==> src/sv/rfb_pkg.sv <==
// Shared types and constants for the recursive frame blur block.
// Used by rfb_cfg, rfb_ram users and recursive_frame_blur_top.
`default_nettype none
package rfb_pkg;

	localparam int SAMPLE_BITS             = 8;
	localparam int DEFAULT_MAX_LUMA_PIXELS = 1048576;

	localparam int PLANE_BITS    = 2;
	localparam int INDEX_BITS    = 20;
	localparam int PERIOD_BITS   = 10;
	localparam int DIM_BITS      = 12;
	localparam int LEN_BITS      = 2 * DIM_BITS;
	localparam int CFG_IDX_BITS  = 2;
	localparam int CFG_DATA_BITS = 12;
	localparam int IN_DATA_BITS  = 32;

	// plane codes carried on tuser
	localparam logic [PLANE_BITS-1:0] PLANE_LUMA = 2'd0;
	localparam logic [PLANE_BITS-1:0] PLANE_CB   = 2'd1;
	localparam logic [PLANE_BITS-1:0] PLANE_CR   = 2'd2;

	// configuration register indexes
	localparam logic [CFG_IDX_BITS-1:0] REG_BLUR_PERIOD = 2'd0;
	localparam logic [CFG_IDX_BITS-1:0] REG_LUMA_WIDTH  = 2'd1;
	localparam logic [CFG_IDX_BITS-1:0] REG_LUMA_HEIGHT = 2'd2;

	localparam logic [PERIOD_BITS-1:0] RESET_BLUR_PERIOD = 10'd15;
	localparam logic [DIM_BITS-1:0]    RESET_LUMA_WIDTH  = 12'd352;
	localparam logic [DIM_BITS-1:0]    RESET_LUMA_HEIGHT = 12'd288;
	localparam logic [LEN_BITS-1:0]    RESET_LUMA_LEN    = 24'd101376;

	typedef struct packed {
		logic [PERIOD_BITS-1:0] blur_period;
		logic [LEN_BITS-1:0]    luma_len;
		logic [LEN_BITS-1:0]    chroma_len;
	} cfg_t;

endpackage
`default_nettype wire

==> src/sv/rfb_cfg.sv <==
// Configuration registers and derived plane sizes for the frame blur.
// Depends on rfb_pkg.
`default_nettype none
module rfb_cfg (
	input  wire logic                               clk,
	input  wire logic                               arst_n,
	input  wire logic                               cfg_we,
	input  wire logic [rfb_pkg::CFG_IDX_BITS-1:0]   cfg_index,
	input  wire logic [rfb_pkg::CFG_DATA_BITS-1:0]  cfg_wdata,
	output rfb_pkg::cfg_t                           cfg
);
	import rfb_pkg::*;

	logic [PERIOD_BITS-1:0] period_q;
	logic [DIM_BITS-1:0]    width_q;
	logic [DIM_BITS-1:0]    height_q;
	logic [LEN_BITS-1:0]    len_q;
	logic [DIM_BITS-1:0]    width_n;
	logic [DIM_BITS-1:0]    height_n;

	// take the size of the write into the product in the same edge
	always_comb begin
		width_n  = (cfg_index == REG_LUMA_WIDTH)  ? cfg_wdata : width_q;
		height_n = (cfg_index == REG_LUMA_HEIGHT) ? cfg_wdata : height_q;
	end

	always_ff @(posedge clk or negedge arst_n) begin
		if (!arst_n) begin
			period_q <= RESET_BLUR_PERIOD;
			width_q  <= RESET_LUMA_WIDTH;
			height_q <= RESET_LUMA_HEIGHT;
			len_q    <= RESET_LUMA_LEN;
		end else if (cfg_we) begin
			case (cfg_index)
				REG_BLUR_PERIOD: period_q <= cfg_wdata[PERIOD_BITS-1:0];
				REG_LUMA_WIDTH:  width_q  <= cfg_wdata;
				REG_LUMA_HEIGHT: height_q <= cfg_wdata;
				default: ;
			endcase
			len_q <= LEN_BITS'(width_n) * LEN_BITS'(height_n);
		end
	end

	assign cfg.blur_period = period_q;
	assign cfg.luma_len    = len_q;
	assign cfg.chroma_len  = len_q >> 2;

endmodule
`default_nettype wire

==> config.mk <==
export PLATFORM = sky130hd
export DESIGN_NAME = rfb_cfg
export DESIGN_NICKNAME = d
export VERILOG_FILES = /design/src/sv/rfb_pkg.sv /design/src/sv/rfb_cfg.sv
export SDC_FILE = /design/constraint.sdc
export NUM_CORES = 1
export LEC_CHECK = 0
export ABC_AREA = 1
export ABC_CLOCK_PERIOD_IN_PS = 7900
export BUFFER_PORTS_ARGS = -buffer_cell sky130_fd_sc_hd__buf_2
export CAP_MARGIN = 20
export CORE_MARGIN = 2
export CORE_UTILIZATION = 65
export CTS_CLUSTER_DIAMETER = 120
export DETAILED_ROUTE_END_ITERATION = 12
export PLACE_DENSITY = 0.87
export SYNTH_ARGS = -nofsm -noshare
export SYNTH_HDL_FRONTEND = slang
export SYNTH_SLANG_ARGS = --single-unit
==> constraint.sdc <==
create_clock -name clk -period 7.9 [get_ports clk]
set_input_delay 0 -clock clk [delete_from_list [all_inputs] [get_ports clk]]
set_output_delay 0 -clock clk [all_outputs]
set_load 0.02 [all_outputs]
* After elaboration in Yosys (flattened, before gate mapping)
Index checks and enable logic that the tools add are counted.
** Storage, ports and cells
- Flip-flop bits (word level) :: 58
- Logic and storage cells :: 11
- Output and inout bits :: 58
- Bits of input ports :: 17
** Cells by class
- Equality and inequality tests :: 2
- $mul :: 1
- Mux-type cells :: 2
- Reduce and logical (&&, ||, !) cells :: 2
** Operator list (number)
- multiplier 12 x 12 -> 24 bit :: 1
- two-way mux 12 bit :: 2
- == test 2 x 1 -> 1 bit, second input constant :: 1
- == test 2 bit, second input constant :: 1
- zero test 2 bit :: 1
- AND reduction 2 bit :: 1

* Logic depth before layout (Yosys ltp)
- Depth in word-level cells :: 3
- Mapped depth :: 30
- Mapped depth without buffers :: 27

* Least setup slack after synthesis
OpenSTA, ideal clock, no wires.
- Kind :: input -> register
- From :: input port cfg_index[1] in the netlist's numbering
- To :: register len_q[19]
- Required time :: 7.782 ns
- Path slack :: 3.311 ns
- Setup time :: 0.118 ns
- Cell stages on the path :: 25
- Buffers on the path :: 2
- Arrival time :: 4.470 ns
- Cells stage by stage :: inv_1 -> or2_1 -> buf_6 -> buf_12 -> o21ai_4 -> nand2_1 -> fa_1 -> inv_1 -> fa_1 -> inv_1 -> fa_1 -> fa_1 -> fa_1 -> inv_1 -> ha_1 -> nand2_1 -> inv_1 -> nand2_1 -> inv_1 -> nand2_1 -> nand3_1 -> nand2_1 -> nand3b_1 -> nand3_1 -> nand2_1
** On the way
- Word-level cells in the longest chain between the ends :: 3
- Elaborated cells on any way between the ends :: 5
- Those cells by class :: mul (1); eq/ne (2); mux (2)
** RTL lines
- start, declared :: RTL line rfb_cfg.sv:8 : input wire logic [rfb_pkg::CFG_IDX_BITS-1:0] cfg_index,
- == test 2 x 1 -> 1 bit or == test 2 bit (tied branches) :: RTL line rfb_cfg.sv:23, rfb_cfg.sv:24
- two-way mux 12 bit
- multiplier 12 x 12 -> 24 bit (*) :: RTL line rfb_cfg.sv:40 : len_q <= LEN_BITS'(width_n) * LEN_BITS'(height_n);
- end signal, assigned :: RTL line rfb_cfg.sv:40
- end, declared :: RTL line rfb_cfg.sv:17 : logic [LEN_BITS-1:0] len_q;
Every way passes the cells marked *; elsewhere a longest branch is shown, timed or not.
A chain may end at the register's enable or synchronous reset.

* Final worst setup path
- From :: input port cfg_index[1] in the netlist's numbering
- To :: register len_q[22]
Same word-level chain as after synthesis.

==> results.toml <==
[pwr]
leakagePower_nw = 4.64
power_density_mw_per_mm2 = 354
total_power_mw = 2.90
peakVddDrop_uv = 230

[drt]
routed_wirelength_um = 17500
wl_per_cell_um = 15.1
dr.pass1.iters = 6
initialDrtViolationCount = 595
drc = 0
vias = 6366
avgViaCountPerCell = 5.49
ant_nets = 0

[die]
die_h_um = 112
initial_core_util = 0.664
dieArea_mm2 = 0.0125
die_width_um = 112
core-area_mm2 = 0.0114
num_rows = 39
io_pins = 75

[worst_hold_path]
min_from = "cfg_wdata[9]"
worstHoldEndpoint = "period_q[9]"
min_path_type = "input port to flip-flop"
hold_depth = 3

[setup_path]
reg2reg_depth = 21
r2r-end = "len_q[22]"
endpoint_kind = "flip-flop"
r2r-start = "width_q[4]"
crit_arrival_ns = 5.96
path_class = "input port to flip-flop"
r2r_slack_ns = 2.59
cp.required_ns = 8.12
critPathLaunchType = "input port"
critPathMaxFanout = 24

[timing]
final.setup.tns_ns = 0
fmax_ghz = 0.174
finalHoldViolations = 0
finalCritPeriodShare = 0.726
drv_slew = 0
rsz0062_at_grt = "no"
worst_slew_pin_slew_ns = 1.07
worst_slack_ns = 2.17
post-route-min-period_ns = 5.73
relSlewSlack = 0.284
fin_skew_ns = 0.00971
setup_viol = 0

[global_route]
antenna_found_initial = 0
grt_pass1_wl_um = 29600
grt_pass1_vias = 6262
grt_max_degree = 59
grt.overflow.total = 0
track_usage = 0.295

[logic_synthesis]
seq_area_frac_synth = 0.194
yosysWarningCount = 0
synth.distinct_cells = 32
yosys-top-cells-area = "fa_1, dfrtp_1, nand2_1, ha_1, inv_1"
synth_area_mm2 = 0.00755
syn_avg_cell_area_um2 = 7.85
synth_edf_count = 0
yosysTopAreaCell = "fa_1"
postSynthCellCount = 961
synth_async_sr_flop_share = 1.00
ys_ff_latch = 58
synth_common_cells = "nand2_1, inv_1, fa_1"
synth_top_area_share = 0.265
yosysMostFrequentCell = "nand2_1"
synth_flop_cell = "dfrtp_1"

[place]
dpl_cell_area_mm2 = 0.00784
globalplace.congestion = 0.937
place_inst = 1139
place_hpwl_um = 13400
place_ws_ns = 2.10
port_buffers = 72

[final_layout]
layout.nets = 1190
synthToLayoutAreaGrowth_pct = 8.74
drive_gt1_frac = 0.145
finalNonFillerCells = 1159
fillers = 829
finalInstanceArea_mm2 = 0.00821
diodes = 0

[clocking]
cts_tree = "yes"
cts.reportedPaths.clkPinSlew_ns = 0.05
cts_max_level = 3
insertion_delay_ns = 0.34
cts_buffer_depth = 2
cts_sinks = 58
cts_buffers = 9
ctsRootBufferMaster = "clkbuf_16"

[run_status]
status = "finished clean"

[job]
max-cap-violations = 0
[worst max-delay path by stage]
stage / start / endpoint / slack (ns) / cells after the start
detailed placement: cfg_index[1] / len_q[22] / 2.10 / 23
global placement: cfg_index[1] / len_q[13] / 2.20 / 22
finish: cfg_index[1] / len_q[22] / 2.17 / 23
CTS: cfg_index[1] / len_q[21] / 2.32 / 22
global route: cfg_index[1] / len_q[21] / 1.85 / 24
floorplan: cfg_index[1] / len_q[19] / 3.31 / 25
[worst max-delay path, stage by stage]
cell	delay [ns]
buf_2	0.10
inv_1	0.05
nand2_1	0.59
o21ai_1	0.83
inv_1	0.33
nor2_1	0.21
fa_1	0.47
fa_1	0.56
fa_1	0.45
fa_1	0.50
inv_1	0.05
fa_1	0.47
inv_1	0.04
ha_1	0.35
nand2_1	0.13
nor2_1	0.17
nand3_1	0.09
nand3_1	0.16
nand2_1	0.12
nand2_1	0.08
nand2_1	0.06
nand3_1	0.07
nand2_1	0.05
[where the power goes]
group	leakage (nW)	total [mW]	internal [mW]	switching (mW)
clock	0.152	0.431	0.278	0.153
combinational	3.78	2.02	0.727	1.30
sequential	0.703	0.447	0.395	0.0517
[cell usage in the layout, fill, tap and decap left out, drive strengths merged, types with 5 or more instances in the layout]
master  instances
inv           211
buf            75
nand3b          5
dfstp          13
clkbuf          9
fa            100
ha             62
o21ai          70
xnor2           8
nand2         272
dfrtp          45
a21oi          15
nand3          25
nor2           82
[stage by stage]
| stage | util | hold WS, ns |
|---|---|---|
| after global routing | 0.722 | 0.0179 |
| after floorplan | - | -0.296 |
| after detailed placement | 0.690 | 0.194 |
| after CTS | 0.722 | 0.00655 |
| after global placement | 0.688 | 0.189 |
| final | 0.722 | 0.00719 |
[cell type report]
| class | count | area (um2) | share of cell area |
|---|---|---|---|
| Multi-Input combinational cell | 653 | 5000 | 0.610 |
| Timing Repair Buffer | 79 | 435 | 0.0531 |
| Inverter | 210 | 796 | 0.0970 |
| Tap cell | 143 | 179 | 0.0218 |
| Clock buffer | 9 | 225 | 0.0274 |
| Clock inverter | 7 | 101 | 0.0123 |
| Sequential cell | 58 | 1470 | 0.179 |
[layer usage]
layer / track usage / vias up / wire, um
met5: 0 / - / 0
met1: 0.390 / 3043 / 6940
li1: - / 2939 / -
met2: 0.476 / 307 / 8450
met4: 0.139 / 0 / 764
met3: 0.0523 / 77 / 1320
[cells by family after synthesis]
logic type	count (synthesis)	synth area share
and+or+nand+nor	391	0.203
muxes	1	0.00149
AOI/OAI and AO/OA	87	0.0773
adders and majority gates	162	0.368
xor gates and xnor gates	10	0.0116
DFF	58	0.194
buffers and inverters	251	0.143
other	1	0.000497
[registers in the layout (all words and copies together), names as in the netlist]
register / count
width_q: 12
len_q: 24
height_q: 12
period_q: 10
[timing repair]
| item | CTS | global route |
|---|---|---|
| hold buffers | 4 | 0 |
| endpoints found under the hold margin | 48 | 0 |
| buffers inserted | 0 | 0 |
| resized for setup | 0 | 0 |
Power figures use the tool's default switching activity.
